**config.mk**
```make
export PLATFORM = sky130hd
export DESIGN_NAME = longest_coprime_neighbour_run_flat
export DESIGN_NICKNAME = d
export VERILOG_FILES = /design/src/hw/rtl/lcnr_pkg.sv /design/src/hw/rtl/lcnr_in_if.sv /design/src/hw/rtl/lcnr_out_if.sv /design/src/hw/rtl/lcnr_ctrl.sv /design/src/hw/rtl/lcnr_dp.sv /design/src/hw/rtl/longest_coprime_neighbour_run.sv /design/src/flat_wrapper.sv
export SDC_FILE = /design/constraint.sdc
export NUM_CORES = 1
export LEC_CHECK = 0
export ABC_AREA = 1
export BUFFER_PORTS_ARGS = -buffer_cell sky130_fd_sc_hd__clkbuf_2
export CAP_MARGIN = 20
export CORE_MARGIN = 2
export CORE_UTILIZATION = 39
export DETAILED_ROUTE_END_ITERATION = 7
export GPL_ROUTABILITY_DRIVEN = 0
export HOLD_SLACK_MARGIN = 0.12
export RECOVER_POWER = 25
export SKIP_LAST_GASP = 1
export SYNTH_ARGS = -nofsm -noshare
export SYNTH_HDL_FRONTEND = slang
export SYNTH_SLANG_ARGS = --single-unit
export TNS_END_PERCENT = 30
```
**constraint.sdc**
```tcl
create_clock -name clk -period 9.5 [get_ports clk]
set_clock_uncertainty 0.1 [all_clocks]
set_input_delay 1.9 -clock clk [delete_from_list [all_inputs] [get_ports clk]]
set_output_delay 1.9 -clock clk [all_outputs]
set_load 0.02 [all_outputs]
```
**src/hw/rtl/lcnr_pkg.sv**
```systemverilog
package lcnr_pkg;

	localparam int VALUE_BITS = 32;
	localparam longint unsigned MAX_ITEMS = 65535;
	localparam int COUNT_BITS = 16;

	localparam logic [COUNT_BITS-1:0] COUNT_MAX = {COUNT_BITS{1'b1}};
	// Position stops at the smaller of the item limit less one and the counter maximum.
	localparam logic [COUNT_BITS-1:0] POSITION_CAP =
		((MAX_ITEMS - 1) > 64'(COUNT_MAX)) ? COUNT_MAX : COUNT_BITS'(MAX_ITEMS - 1);

	typedef logic [VALUE_BITS-1:0] value_t;
	typedef logic [COUNT_BITS-1:0] count_t;

	typedef struct packed {
		logic load;
		logic step;
		logic commit;
	} lcnr_cmd_t;

	typedef struct packed {
		logic first;
		logic gcd_done;
		logic last;
		logic out_full;
	} lcnr_sts_t;

endpackage

```
**src/hw/rtl/lcnr_in_if.sv**
```systemverilog
interface lcnr_in_if;
	logic        valid;
	logic        ready;
	logic [31:0] value;
	logic        last;

	modport source (output valid, output value, output last, input ready);
	modport sink (input valid, input value, input last, output ready);
endinterface

```
**src/hw/rtl/lcnr_out_if.sv**
```systemverilog
interface lcnr_out_if;
	logic        valid;
	logic        ready;
	logic [15:0] run_start;
	logic [15:0] run_length;

	modport source (output valid, output run_start, output run_length, input ready);
	modport sink (input valid, input run_start, input run_length, output ready);
endinterface

```
**src/hw/rtl/lcnr_ctrl.sv**
```systemverilog
module lcnr_ctrl (
	input  logic                clk,
	input  logic                arst_n,
	input  logic                in_valid,
	output logic                in_ready,
	input  lcnr_pkg::lcnr_sts_t sts,
	output lcnr_pkg::lcnr_cmd_t cmd
);
	import lcnr_pkg::*;

	localparam logic [1:0] S_IDLE   = 2'd0;
	localparam logic [1:0] S_GCD    = 2'd1;
	localparam logic [1:0] S_UPDATE = 2'd2;

	logic [1:0] state_q;
	logic [1:0] state_d;
	logic       accept;

	assign in_ready = (state_q == S_IDLE);
	assign accept   = in_valid && in_ready;

	always_comb begin
		cmd        = '0;
		cmd.load   = accept;
		cmd.step   = (state_q == S_GCD) && !sts.gcd_done;
		// A final item waits here until the previous result has been taken.
		cmd.commit = (state_q == S_UPDATE) && !(sts.last && sts.out_full);
	end

	always_comb begin
		state_d = state_q;
		unique case (state_q)
			S_IDLE: begin
				if (accept) begin
					state_d = sts.first ? S_UPDATE : S_GCD;
				end
			end
			S_GCD: begin
				if (sts.gcd_done) begin
					state_d = S_UPDATE;
				end
			end
			S_UPDATE: begin
				if (cmd.commit) begin
					state_d = S_IDLE;
				end
			end
			default: state_d = S_IDLE;
		endcase
	end

	always_ff @(posedge clk or negedge arst_n) begin
		if (!arst_n) begin
			state_q <= S_IDLE;
		end else begin
			state_q <= state_d;
		end
	end

endmodule

```
**src/hw/rtl/lcnr_dp.sv**
```systemverilog
module lcnr_dp (
	input  logic                clk,
	input  logic                arst_n,
	input  logic [31:0]         value,
	input  logic                last,
	input  lcnr_pkg::lcnr_cmd_t cmd,
	output lcnr_pkg::lcnr_sts_t sts,
	output logic                out_valid,
	input  logic                out_ready,
	output logic [15:0]         run_start,
	output logic [15:0]         run_length
);
	import lcnr_pkg::*;

	value_t prev_q;
	value_t value_q;
	logic   last_q;
	value_t a_q;
	value_t b_q;
	count_t position_q;
	count_t current_run_q;
	count_t best_run_q;
	count_t best_start_q;
	logic   out_valid_q;
	count_t out_start_q;
	count_t out_length_q;

	logic   a_zero;
	logic   b_zero;
	logic   gcd_done;
	logic   coprime;

	count_t           run_next;
	logic [COUNT_BITS:0] idx_plus;
	logic             better;
	count_t           start_next;
	count_t           best_run_d;
	count_t           best_start_d;
	count_t           current_run_d;

	// Binary gcd: only whether the gcd is one matters. A zero operand gives the other
	// operand as gcd, and two even operands can never be coprime.
	assign a_zero   = (a_q == '0);
	assign b_zero   = (b_q == '0);
	assign gcd_done = a_zero || b_zero || (a_q == b_q) || (!a_q[0] && !b_q[0]);
	assign coprime  = a_zero ? (b_q == value_t'(1)) :
		b_zero ? (a_q == value_t'(1)) :
		((a_q == b_q) && (a_q == value_t'(1)));

	always_comb begin
		run_next      = (current_run_q < COUNT_MAX) ? current_run_q + count_t'(1) : current_run_q;
		idx_plus      = {1'b0, position_q} + (COUNT_BITS+1)'(1);
		better        = run_next > best_run_q;
		start_next    = ({1'b0, run_next} > idx_plus) ? '0 :
			COUNT_BITS'(idx_plus - {1'b0, run_next});
		best_run_d    = best_run_q;
		best_start_d  = best_start_q;
		current_run_d = current_run_q;
		if (position_q != '0) begin
			if (coprime) begin
				current_run_d = run_next;
				if (better) begin
					best_run_d   = run_next;
					best_start_d = start_next;
				end
			end else begin
				current_run_d = count_t'(1);
			end
		end
	end

	always_ff @(posedge clk) begin
		if (cmd.load) begin
			value_q <= value[VALUE_BITS-1:0];
			last_q  <= last;
			a_q     <= prev_q;
			b_q     <= value[VALUE_BITS-1:0];
		end else if (cmd.step) begin
			if (!a_q[0]) begin
				a_q <= a_q >> 1;
			end else if (!b_q[0]) begin
				b_q <= b_q >> 1;
			end else if (a_q > b_q) begin
				a_q <= a_q - b_q;
			end else begin
				b_q <= b_q - a_q;
			end
		end
		if (cmd.commit && last_q) begin
			out_start_q  <= best_start_d;
			out_length_q <= best_run_d;
		end
	end

	always_ff @(posedge clk or negedge arst_n) begin
		if (!arst_n) begin
			prev_q        <= '0;
			position_q    <= '0;
			current_run_q <= count_t'(1);
			best_run_q    <= '0;
			best_start_q  <= '0;
			out_valid_q   <= 1'b0;
		end else begin
			if (cmd.commit) begin
				if (last_q) begin
					prev_q        <= '0;
					position_q    <= '0;
					current_run_q <= count_t'(1);
					best_run_q    <= '0;
					best_start_q  <= '0;
				end else begin
					prev_q        <= value_q;
					current_run_q <= current_run_d;
					best_run_q    <= best_run_d;
					best_start_q  <= best_start_d;
					if (position_q < POSITION_CAP) begin
						position_q <= position_q + count_t'(1);
					end
				end
			end
			if (cmd.commit && last_q) begin
				out_valid_q <= 1'b1;
			end else if (out_ready) begin
				out_valid_q <= 1'b0;
			end
		end
	end

	always_comb begin
		sts          = '0;
		sts.first    = (position_q == '0);
		sts.gcd_done = gcd_done;
		sts.last     = last_q;
		sts.out_full = out_valid_q;
	end

	assign out_valid  = out_valid_q;
	assign run_start  = out_start_q;
	assign run_length = out_length_q;

endmodule

```
**src/hw/rtl/longest_coprime_neighbour_run.sv**
```systemverilog
// An item is accepted in the idle state and then occupies the block through its binary gcd
// steps (one shift or one subtract per cycle) and its update; the first item of a sequence has
// no pair and skips the gcd steps. The result appears in the output register in the cycle
// after the final item's update; the next sequence may start while it waits. A final item
// stalls only if the previous result is still untaken. Reset is asynchronous, active low,
// and returns all run state.
module longest_coprime_neighbour_run (
	input  logic       clk,
	input  logic       arst_n,
	lcnr_in_if.sink    in,
	lcnr_out_if.source out
);
	import lcnr_pkg::*;

	lcnr_cmd_t cmd;
	lcnr_sts_t sts;

	lcnr_ctrl u_ctrl (
		.clk      (clk),
		.arst_n   (arst_n),
		.in_valid (in.valid),
		.in_ready (in.ready),
		.sts      (sts),
		.cmd      (cmd)
	);

	lcnr_dp u_dp (
		.clk         (clk),
		.arst_n      (arst_n),
		.value       (in.value),
		.last        (in.last),
		.cmd         (cmd),
		.sts         (sts),
		.out_valid   (out.valid),
		.out_ready   (out.ready),
		.run_start   (out.run_start),
		.run_length  (out.run_length)
	);

endmodule
```
**src/flat_wrapper.sv**
```systemverilog
// flat-port wrapper written by rule: the top's interface ports become plain ports
module longest_coprime_neighbour_run_flat import lcnr_pkg::*;
  (clk, arst_n, in_valid, in_value, in_last, in_ready, out_valid, out_run_start, out_run_length, out_ready);
  lcnr_in_if in_i ();
  lcnr_out_if out_i ();
  input  logic clk;
  input  logic arst_n;
  input wire logic [$bits(in_i.valid)-1:0] in_valid;
  input wire logic [$bits(in_i.value)-1:0] in_value;
  input wire logic [$bits(in_i.last)-1:0] in_last;
  output wire logic [$bits(in_i.ready)-1:0] in_ready;
  output wire logic [$bits(out_i.valid)-1:0] out_valid;
  output wire logic [$bits(out_i.run_start)-1:0] out_run_start;
  output wire logic [$bits(out_i.run_length)-1:0] out_run_length;
  input wire logic [$bits(out_i.ready)-1:0] out_ready;
  assign in_i.valid = in_valid;
  assign in_i.value = in_value;
  assign in_i.last = in_last;
  assign in_ready = in_i.ready;
  assign out_valid = out_i.valid;
  assign out_run_start = out_i.run_start;
  assign out_run_length = out_i.run_length;
  assign out_i.ready = out_ready;
  longest_coprime_neighbour_run u_core (.clk(clk), .arst_n(arst_n), .in(in_i), .out(out_i));
endmodule
```
Word-level counts from Yosys, hierarchy flattened
Cells that the tools add are included.
- logic and storage cells: 102
- input port bits: 37
- register bits after elaboration: 228
- eq/ne operators: 11
- muxes and demuxes: 35
- order comparisons: 5
- reduce and logical (&&, ||, !) cells: 30
- add/subtract/negate cells: 6
- operators by type and width (cell ; number):
    $mux 32 ; 11
    $mux 16 ; 15
    $eq 32x1->1 const B ; 2
    $logic_not 32->1 ; 2
    $sub 32x32->32 ; 2
    $add 16x1->16 const B ; 2
    $eq 32x32->1 ; 1
    $gt 32x32->1 ; 1
    $lt 16x16->1 const B ; 2
    $add 16x1->17 const B ; 1
    $gt 16x17->1 ; 1
    $gt 16x16->1 ; 1
    $logic_not 16->1 ; 1
    $reduce_bool 16->1 ; 1
    $sub 16x16->16 ; 1
    $reduce_bool 2->1 ; 5
    $reduce_and 3->1 ; 3
    $mux 2 ; 4
    $logic_and 1x1->1 ; 7
    $ne 3x1->1 const B ; 2
    $pmux 2 s3 ; 1
    $reduce_and 2->1 ; 3
    $logic_not 1->1 ; 4
    $mux 1 ; 4
    7 further kinds ; 10

Logic depth before layout (Yosys ltp)
Gate-level depths: netlist (run 1).
- word-level depth: 8
- gate-level depth with buffers: 27

Cells and area by module
Synthesis (run 1) repeated with hierarchy kept, for this count alone.
- cells, all modules: 1968
- area total of the unflattened synthesis: 15676.3 um2
- modules (own cells, without submodules) (module ; cells an instance ; times used ; sequential area each (um2) ; area each (um2)):
    lcnr_dp ; 1945 ; 1 ; 6302.3 ; 15537.4
    lcnr_ctrl ; 23 ; 1 ; 50.0 ; 138.9

Worst setup path before layout (run 1)
OpenSTA, ideal clock, no wires.
- kind: input-to-reg
- start point: input in_valid
- end point: register u_core.u_dp.b_q[10], enable pin
- slack: 4593 ps
- setup time: 430 ps
- buffers on the path: 2
- arrival: 4377 ps
- stages on the path: 8
- cell sequence: nand2_1 > inv_1 > buf_2 > nor2_1 > inv_2 > buf_1 > nand2_1 > a21oi_1
- word-level cells in the longest chain between the ends: 3
- elaborated cells on any way between the ends: 5
- classes of those cells: eq/ne (1); reduce/logical (4)
- ends and longest elaborated chain (what ; RTL line ; RTL):
    from (decl) ; flat_wrapper.sv:8 ; input wire logic [$bits(in_i.valid)-1:0] in_valid;
    $logic_and 1x1->1 * ; lcnr_ctrl.sv:20 ; assign accept = in_valid && in_ready;
    $ne 3x2->1 (no line) or $reduce_bool 2->1 (tied branches) ; - ;
    $reduce_and 3->1 (no line) * ; - ;
    to (signal assigned) ; lcnr_dp.sv:77 ; b_q <= value[VALUE_BITS-1:0];
    to (signal assigned) ; lcnr_dp.sv:82 ; b_q <= b_q >> 1;
    to (signal assigned) ; lcnr_dp.sv:86 ; b_q <= b_q - a_q;
    to (decl) ; lcnr_dp.sv:19 ; value_t b_q;
Every way passes the cells marked *; elsewhere a longest branch is shown, timed or not.
A chain may end at the register's enable or synchronous reset.

Final worst setup path (run 1)
- start point: register u_core.u_ctrl.state_q[0]
- end point: register u_core.u_dp.current_run_q[15]
- word-level cells in the longest chain between the ends: 3
- ends and longest elaborated chain (what ; RTL line ; RTL):
    from (decl) ; lcnr_ctrl.sv:15 ; logic [1:0] state_q;
    from (signal assigned) ; lcnr_ctrl.sv:56 ; state_q <= state_d;
    $eq 2x2->1 ; lcnr_ctrl.sv:27 ; cmd.commit = (state_q == S_UPDATE) && !(sts.last && sts.out_full);
    $logic_and 1x1->1 ; lcnr_ctrl.sv:27 ;
    $reduce_and 2->1 (no line) ; - ;
    to (signal assigned) ; lcnr_dp.sv:99 ; current_run_q <= count_t'(1);
    to (signal assigned) ; lcnr_dp.sv:108 ; current_run_q <= count_t'(1);
    to (signal assigned) ; lcnr_dp.sv:113 ; current_run_q <= current_run_d;
    to (decl) ; lcnr_dp.sv:21 ; count_t current_run_q;
Every way passes these cells.

==> results of run 1 <==
## power by group through the flow
stage | Clock (mW) | Combinational [mW] | Sequential [mW]
final | 1.02 | 3.99 | 1.65
after global routing | 1.09 | 4.39 | 1.69
after CTS | 1.05 | 3.94 | 1.65
after detailed placement | 0 | 3.90 | 1.67
after global placement | 0 | 3.89 | 1.66
after floorplan | 0 | 2.81 | 1.62
## cells by family (layout without fill, tap and decap cells)
kind of cell,after synthesis,count (layout),synth area share
buffers and inverters,340,408,0.0850
AO/OA/AOI/OAI,426,426,0.152
adder cells (fa/ha/maj),117,117,0.0922
AND/OR/NAND/NOR,901,901,0.242
XOR/XNOR,66,66,0.0358
flip-flops,228,228,0.394
## flip-flops by register name, summed over array words and instances, names as in the netlist
name and count:
u_core.u_dp.out_valid 1, u_core.u_dp.best_start_q 16, u_core.u_dp.last_q 1, u_core.u_dp.value_q 32, u_core.u_dp.a_q 32, u_core.u_dp.run_start 16, u_core.u_ctrl.state_q 2, u_core.u_dp.position_q 16
u_core.u_dp.current_run_q 16, u_core.u_dp.prev_q 32, u_core.u_dp.b_q 32, u_core.u_dp.run_length 16, u_core.u_dp.best_run_q 16
## worst reg2reg max path: stages, from the launching register on
cell,delay [ns]
dfrtp_1,0.39
inv_1,0.09
nand2_1,0.13
nor2_4,0.10
clkbuf_1,2.41
nand4_1,1.20
inv_1,0.40
nand2_1,0.08
o21ai_0,0.10
## per-layer routing
layer / vias up / part of all wire / track usage / wire [microns]
met5: - / 0 / 0 / 0
met4: 0 / 0.045 / 0.0862 / 2130
met3: 134 / 0.044 / 0.0266 / 2060
met2: 412 / 0.48 / 0.381 / 22700
met1: 6589 / 0.43 / 0.271 / 20100
li1: 6942 / - / - / -
## layout make-up
type,instances,area [sq um]
clock inverter,9,98.8
inverter,280,1050
tap,532,666
fill,4152,23100
multi-input combinational,1510,8430
clock buffer,39,762
sequential,228,6350
timing repair buffer,80,397
## layout by cell type, fill, tap and decap left out, drive strengths merged, types with 50 or more instances in the layout
| master | netlist | final |
|---|---|---|
| ha | 114 | 114 |
| inv | 279 | 280 |
| clkbuf | 29 | 112 |
| xor2 | 50 | 50 |
| edfxtp | 129 | 129 |
| o22ai | 56 | 56 |
| a21oi | 181 | 181 |
| dfrtp | 98 | 98 |
| nor2 | 210 | 210 |
| nand3 | 75 | 75 |
| o21ai | 120 | 120 |
| nand2 | 553 | 553 |
## final timing paths
| kind | cells after the start | from | endpoint | slack (ns) |
|---|---|---|---|---|
| max | 8 | u_core.u_ctrl.state_q[0] | u_core.u_dp.current_run_q[15] | 4.40 |
| min | 2 | u_core.u_dp.value_q[8] | u_core.u_dp.prev_q[8] | 0.35 |
| max reg2reg | 8 | u_core.u_ctrl.state_q[0] | u_core.u_dp.current_run_q[15] | 4.40 |
| min reg2reg | 2 | u_core.u_dp.value_q[8] | u_core.u_dp.prev_q[8] | 0.35 |
| max in group asynchronous | 3 | arst_n | u_core.u_dp.current_run_q[0] | 5.92 |
| min in group asynchronous | 1 | arst_n | u_core.u_dp.best_run_q[1] | 1.69 |
## metrics by stage
step           cells  setup slack [ns]  hold slack, ns  total power, mW  utilization
2_1_floorplan   2078              4.59           0.330             4.43            -
3_3_place_gp    2629              4.64           0.335             5.55        0.414
3_5_place_dp    2629              4.60           0.340             5.57        0.414
4_1_cts         2677              5.00           0.355             6.64        0.436
5_1_grt         2678              3.80           0.377             7.16        0.435
6_report        2678              4.40           0.352             6.67        0.435
==> metrics.txt, run 1 <==
status finished with violations; failing checks capacitance limit, slew limit; LEAKAGE roughly 8.3 nW; Slowest cell on crit path clkbuf_1; worst vdd ir roughly 0.00022 V; Post-DP Area between 0.015 and 0.02 sq mm; Tmin final about 5 ns; slew at the pin closest to its max-slew limit around 3.5 ns; worst hold path type reg -> reg; CP required slightly below 10 ns; Post-synth EDFFs 129; synth warn 0; synthesized instance count between 2k and 2.5k; H-tree depth 1; Pre-Repair DR Iteration Count 6; Tcrit/Tclk final 0.537; PD cells 376 mW/mm^2; post-route cell area between 0.015 and 0.02 sq mm; chip height 207 microns; clk buf depth 3; pin count of the biggest net entering global routing 72; area growth from synthesis to final layout 10.1%; Synth Net Count 2232; CTS Root Cell clkbuf_16; via count 14.1k; Peak Freq around 0.20 GHz; First DRT Iteration DRCs 1046; Critical Path Fanout Max 66; clock sink count ~230; Buf+Inv Stages, Crit Path 3; total CTS buffers 26; CTS tree built; fraction of registers with async set/reset 0.434; switch share 0.508; initial core utilization 0.395; Slew HR -1.30; CTS Hold Buffers Added 0; number of global-route vias before repair approximately 14k; syn_area_per_cell around 7.8 sq um; gr ovfl total 0; sequential power share 0.248; Slew Viols, Final 131; RSZ-0062 raised after global routing no; WL final 47100 microns; internal power 3.28 mW; IO Pins approximately 70; synth top area cells edfxtp_1 24%, dfrtp_1 15%, nand2_1 12%; cell family with most CP delay buffers and inverters; # setup viols final 0; first-pass GRT wire length ~75000 microns; GRT Util Overall 0.217; combinational power share 0.598; NetSw roughly 3.4 mW; initial antenna violation count 0; Max stage delay on crit path about 2.4 ns; Die X around 210 microns; crit-path cells inv_1 > nand2_1 > nor2_4 > clkbuf_1 > nand4_1 > inv_1 > nand2_1 > o21ai_0; post-DR vias/cell roughly 5.3; CTS resizes 0; Crit Path Class reg -> reg; Synth Cell Area roughly 0.016 sq mm; ant diodes 0; Worst-Skew Late Latency ~0.56 ns; sequential share of the synthesized area 0.394; Netlist cell types 51; Clock power frac 0.153; top-count cell post-synth nand2_1; # rows 74; Core ar. 0.0408 sq mm; setup tns final 0 ns; max-cap violation count 3; clock-pin slew on the worst setup and hold paths 0.06 ns; DR WL/cell ~18 microns; top cell type's share of synthesized area 0.240; layout cells sized above 1 0.0788; drt drc 0; Setup crit end kind register; DIE AREA 0.0430 sq mm; antenna-violating nets left 0; Layout Nets roughly 2.3k; crit path DAT 5.46 ns; I/O Buffers 70; placed wire-length estimate 35400 microns; Yosys reg bits 228; startpoint types register; final-report hold violation count 0; post-CTS setup buffers 0; predominant post-synthesis flop cell edfxtp_1; cell taking the most area after synthesis edfxtp_1; list of most frequent post-synthesis cells 519 x nand2_1, 275 x inv_1, 197 x nor2_1
Power figures use the tool's default switching activity.
==> inputs of run 2 (changes only) <==
- clock period: 9.5 -> 4.7 ns (I/O delays scaled with it)
==> metrics.txt, run 2 (same netlist as run 1, synthesis figures left out) <==
PD cells 757 mW/mm^2 (was 376 mW/mm^2); setup tns final 0 ns (unchanged); combinational power share 0.602 (was 0.598); switch share 0.511 (was 0.508); Setup crit end kind register (unchanged); number of global-route vias before repair 14.3k (was 14.1k); Layout Nets 2294 (was 2280); Post-Route Utilization 0.437 (was 0.435); Tcrit/Tclk final 0.907 (was 0.537); DIE AREA 0.0430 sq mm (unchanged); final setup margin 0.436 ns (was 4.40 ns); WL final 49000 microns (was 47100 microns); # setup viols final 0 (unchanged); commonest non-fill, non-tap cells in the layout 518 x nand2_1, 274 x inv_1, 195 x nor2_1, 177 x a21oi_1, 129 x edfxtp_1 (was 518 x nand2_1, 274 x inv_1, 195 x nor2_1, 178 x a21oi_1, 129 x edfxtp_1); Core ar. 0.0408 sq mm (unchanged); Worst-Skew Late Latency 0.57 ns (was 0.56 ns); DR WL/cell 18.2 microns (was 17.6 microns); Tmin final 4.26 ns (was 5.10 ns); LEAKAGE 8.41 nW (was 8.33 nW); IO Pins 71 (unchanged); Post-Layout Cell Count 2691 (was 2678); Critical Path Fanout Max 16 (was 66); clock sink count 228 (unchanged); initial antenna violation count 0 (unchanged); H-tree depth 1 (unchanged); Peak Freq 0.235 GHz (was 0.196 GHz); drt drc 0 (unchanged); worst hold path type reg -> reg (unchanged); placed wire-length estimate 37100 microns (was 35400 microns); Min Hold Slack 0.342 ns (was 0.352 ns); via count 14.3k (was 14.1k); area growth from synthesis to final layout 10.7% (was 10.1%); placed cells 2643 (was 2629); NetSw 6.91 mW (was 3.39 mW); CP required 4.90 ns (was 9.86 ns); internal power 6.62 mW (was 3.28 mW); layout cells sized above 1 0.0899 (was 0.0788); GRT Util Overall 0.224 (was 0.217); Crit Path Class reg -> reg (unchanged); total CTS buffers 26 (unchanged); antenna-violating nets left 0 (unchanged); chip height 207 microns (unchanged); Slew Viols, Final 61 (was 131); max-cap violation count 1 (was 3); sequential power share 0.248 (about the same); I/O Buffers 70 (unchanged); pre-CTS WS 0.483 ns (was 4.60 ns); commonest non-fill, non-tap cell in the layout nand2_1 (unchanged); slew at the pin closest to its max-slew limit 3.43 ns (was 3.45 ns); First DRT Iteration DRCs 1265 (was 1046); fillcell total 4138 (was 4152); post-DR vias/cell 5.33 (was 5.26); gr ovfl total 0 (unchanged); ant diodes 0 (unchanged); worst vdd ir 0.000477 V (was 0.000218 V); CTS tree built (unchanged); Pre-Repair DR Iteration Count 6 (unchanged); status finished with violations (unchanged); first-pass GRT wire length 77900 microns (was 75500 microns); startpoint types register (unchanged); clk buf depth 3 (unchanged); initial core utilization 0.395 (unchanged); CTS Root Cell clkbuf_16 (unchanged); # rows 74 (unchanged); Slew HR -1.28 (was -1.30); Die X 207 microns (unchanged); clock-pin slew on the worst setup and hold paths 0.06 ns (about the same); pin count of the biggest net entering global routing 69 (was 72); Clock power frac 0.151 (was 0.153); crit path DAT 4.46 ns (was 5.46 ns); final-report hold violation count 0 (unchanged); failing checks capacitance limit, slew limit (unchanged); RSZ-0062 raised after global routing no (unchanged)
run 2: cell types whose count changed in the layout (fill, tap and decap cells not counted), moves of 2 or more:
cell and change:
clkinv_1 -2, clkbuf_1 -9, buf_4 +15, clkbuf_2 +7
run 2: layer usage:
metal  track usage  wire (microns)  vias up
met5             0               0        -
met4        0.0892            2270        0
met3        0.0257            2350      129
met2         0.390           23500      453
met1         0.285           20800     6805
li1              -               -     6959
run 2: power by group through the flow:
stage	clock network, mW	registers, mW	logic [mW]
floorplan	0	3.28	5.67
finish	2.04	3.35	8.14
global route	2.17	3.42	8.90
CTS	2.09	3.35	8.01
detailed placement	0	3.38	7.94
global placement	0	3.36	7.93
run 2: repair_timing:
item | in CTS | in global routing
gates resized for setup | 0 | 1
setup buffers | 0 | 1
endpoints found under the hold margin | 0 | 0
hold buffers | 0 | 0
endpoints found under the setup margin | 0 | 18
run 2: path summary, 6_finish.rpt:
| check | cells after the start | endpoint | from | slack, ns |
|---|---|---|---|---|
| worst min-delay path | 2 | u_core.u_dp.prev_q[6] | u_core.u_dp.value_q[6] | 0.34 |
| worst max register to register | 22 | u_core.u_dp.run_start[15] | u_core.u_dp.current_run_q[0] | 0.44 |
| min in group asynchronous | 1 | u_core.u_dp.best_start_q[2] | arst_n | 1.44 |
| max in group asynchronous | 2 | u_core.u_dp.best_start_q[6] | arst_n | 0.97 |
| worst max-delay path | 22 | u_core.u_dp.run_start[15] | u_core.u_dp.current_run_q[0] | 0.44 |
| worst min register to register | 2 | u_core.u_dp.prev_q[6] | u_core.u_dp.value_q[6] | 0.34 |
run 2: area by class of cell:
class                      count  area, sq um  area share
clock buffer                  39          772      0.0432
clock inverter                 8         73.8     0.00413
inverter                     280         1050      0.0588
multi-input combinational   1510         8440       0.472
sequential                   228         6350       0.356
tap                          532          666      0.0373
timing repair buffer          94          507      0.0284
run 2: worst max-delay path, stage by stage, from the launching register on:
cell,delay (ns)
dfstp_2,0.54
ha_1,0.17
nand2_1,0.09
nor2_1,0.17
nand3_1,0.16
nor2_1,0.20
nand4_1,0.29
nand2_1,0.16
xor2_1,0.37
inv_1,0.14
ha_1,0.37
nand2_1,0.15
nor2_1,0.28
nand3_1,0.11
nand3_1,0.09
nand2_1,0.05
nand2_1,0.08
nand2_1,0.05
nand2_1,0.10
nor2_4,0.05
buf_12,0.14
nand3_1,0.08
nand2_1,0.07
run 2: metrics by stage:
| step | area [sq um] | power (mW) |
|---|---|---|
| floorplan | 16100 | 8.95 |
| global placement | 17000 | 11.3 |
| detailed placement | 17000 | 11.3 |
| CTS | 17900 | 13.5 |
| global route | 17900 | 14.5 |
| finish | 17900 | 13.5 |
==> inputs of run 3 (changes only) <==
- CORE_UTILIZATION: 39 -> 40
==> metrics.txt, run 3 (same netlist as run 1, synthesis figures left out) <==
status finished with violations (unchanged); drt drc 0 (unchanged); Min Hold Slack 0.356 ns (was 0.342 ns); Slowest cell on crit path dfstp_2 (unchanged); Peak Freq 0.235 GHz (about the same); gr ovfl total 0 (unchanged); startpoint types register (unchanged); chip height 205 microns (was 207 microns); initial antenna violation count 0 (unchanged); initial core utilization 0.406 (was 0.395); cell family with most CP delay simple AND/OR/NAND/NOR gates (unchanged); GRT Util Overall 0.232 (was 0.224); clock-pin slew on the worst setup and hold paths 0.06 ns (about the same); Post-Route Utilization 0.449 (was 0.437); clock sink count 228 (unchanged); Slew HR -0.949 (was -1.28); CP dominant cell by count nand2_1 (unchanged); LEAKAGE 8.39 nW (was 8.41 nW); Core ar. 0.0397 sq mm (was 0.0408 sq mm); antenna-violating nets left 0 (unchanged); # rows 73 (was 74); power after layout 13.6 mW (was 13.5 mW); Crit Path Class reg -> reg (unchanged); CTS tree built (unchanged); Post-Layout Cell Count 2681 (was 2691); fillcell total 4027 (was 4138); WL final 48800 microns (was 49000 microns); clk buf depth 3 (unchanged); Buf+Inv Stages, Crit Path 2 (unchanged); RSZ-0062 raised after global routing no (unchanged); ant diodes 0 (unchanged); slew at the pin closest to its max-slew limit 2.92 ns (was 3.43 ns); final-report hold violation count 0 (unchanged); Layout Nets 2291 (was 2294); I/O Buffers 70 (unchanged); # setup viols final 0 (unchanged); pin count of the biggest net entering global routing 69 (unchanged); commonest non-fill, non-tap cells in the layout 518 x nand2_1, 274 x inv_1, 194 x nor2_1, 178 x a21oi_1, 129 x edfxtp_1 (was 518 x nand2_1, 274 x inv_1, 195 x nor2_1, 177 x a21oi_1, 129 x edfxtp_1); DIE AREA 0.0419 sq mm (was 0.0430 sq mm); via count 14.3k (about the same); Tcrit/Tclk final 0.906 (was 0.907); IO Pins 71 (unchanged); Max stage delay on crit path 0.54 ns (about the same); setup tns final 0 ns (unchanged); area growth from synthesis to final layout 10.7% (about the same); Pre-Repair DR Iteration Count 6 (unchanged); PD cells 762 mW/mm^2 (was 757 mW/mm^2); First DRT Iteration DRCs 1206 (was 1265); crit path DAT 4.45 ns (was 4.46 ns); number of global-route vias before repair 14.2k (was 14.3k); failing checks capacitance limit, slew limit (unchanged); crit-path cells ha_1 > nand2_1 > nor2_1 > nand3_1 > nor2_1 > nand4_1 > nand2_1 > xor2_1 > inv_1 > ha_1 > nand2_1 > nor2_2 > nand3_1 > nand3_1 > nand2_1 > nand2_1 > nand2_1 > nand2_1 > nor2_4 > buf_12 > nand3_1 > nand2_1 (was ha_1 > nand2_1 > nor2_1 > nand3_1 > nor2_1 > nand4_1 > nand2_1 > xor2_1 > inv_1 > ha_1 > nand2_1 > nor2_1 > nand3_1 > nand3_1 > nand2_1 > nand2_1 > nand2_1 > nand2_1 > nor2_4 > buf_12 > nand3_1 > nand2_1); worst hold path type reg -> reg (unchanged); H-tree depth 1 (unchanged); placed wire-length estimate 36900 microns (was 37100 microns); CTS Root Cell clkbuf_16 (unchanged); commonest non-fill, non-tap cell in the layout nand2_1 (unchanged); first-pass GRT wire length 76500 microns (was 77900 microns); CTS Hold Buffers Added 0 (unchanged); Setup crit end kind register (unchanged); placed cells 2632 (was 2643); layout cells sized above 1 0.0863 (was 0.0899); post-DR vias/cell 5.33 (about the same); Die X 205 microns (was 207 microns); Slew Viols, Final 83 (was 61); Critical Path Fanout Max 16 (unchanged); DR WL/cell 18.2 microns (about the same); total CTS buffers 27 (was 26); worst vdd ir 0.000462 V (was 0.000477 V); CP required 4.89 ns (was 4.90 ns); max-cap violation count 2 (was 1); Tmin final 4.26 ns (about the same); Worst-Skew Late Latency 0.57 ns (about the same)
run 3: changes by cell type in the layout (fill, tap and decap cells not counted), moves of 2 or more:
cell | previous run | this run
buf_4 | 21 | 16
bufinv_16 | 1 | 3
clkbuf_1 | 33 | 36
clkbuf_2 | 47 | 42
clkinv_1 | 1 | 3
inv_6 | 1 | 4
run 3: repair_timing:
| item | in CTS | in global routing |
|---|---|---|
| setup endpoints to repair | 0 | 30 |
| gates resized for setup | 0 | 1 |
| buffers inserted | 0 | 1 |
run 3: tightest hold or removal path: stages (launching register included):
cell and delay (ns):
edfxtp_1 0.32, nand2_1 0.04, o21ai_0 0.06
run 3: stage by stage:
step / setup WS (ns) / area [sq um]
3_5_place_dp: 0.387 / 17000
3_3_place_gp: 0.606 / 17000
4_1_cts: 0.373 / 17900
6_report: 0.444 / 17800
5_1_grt: 0.00146 / 17800
2_1_floorplan: 0.643 / 16100
run 3: path summary, 6_finish.rpt:
kind	startpoint	to	slack (ns)	depth (start not counted)
max in group asynchronous	arst_n	u_core.u_dp.prev_q[25]	0.91	2
hold / removal	u_core.u_dp.value_q[7]	u_core.u_dp.prev_q[7]	0.36	2
setup reg to reg	u_core.u_dp.current_run_q[0]	u_core.u_dp.run_start[14]	0.44	22
hold reg to reg	u_core.u_dp.value_q[7]	u_core.u_dp.prev_q[7]	0.36	2
min in group asynchronous	arst_n	u_core.u_dp.position_q[11]	1.23	1
setup / recovery	u_core.u_dp.current_run_q[0]	u_core.u_dp.run_start[14]	0.44	22
run 3: where the power goes:
group          leakage, nW  switching, mW  internal [mW]
Clock                0.436          0.878           1.25
Sequential            2.58          0.429           2.92
Combinational         5.38           5.61           2.51
run 3: area by class of cell:
cell class | instances | area (sq um) | share of cell area
Multi-Input combinational cell | 1510 | 8440 | 0.473
Sequential cell | 228 | 6350 | 0.356
Inverter | 280 | 1050 | 0.0589
Clock buffer | 34 | 722 | 0.0405
Tap cell | 525 | 657 | 0.0368
Timing Repair Buffer | 90 | 467 | 0.0261
Clock inverter | 14 | 161 | 0.00904
run 3: metal layers:
metal	wire, microns	track usage	vias to the layer above
met3	2370	0.0262	123
met1	20600	0.285	6764
met5	0	0	-
met4	2480	0.113	0
li1	-	-	6956
met2	23400	0.404	458
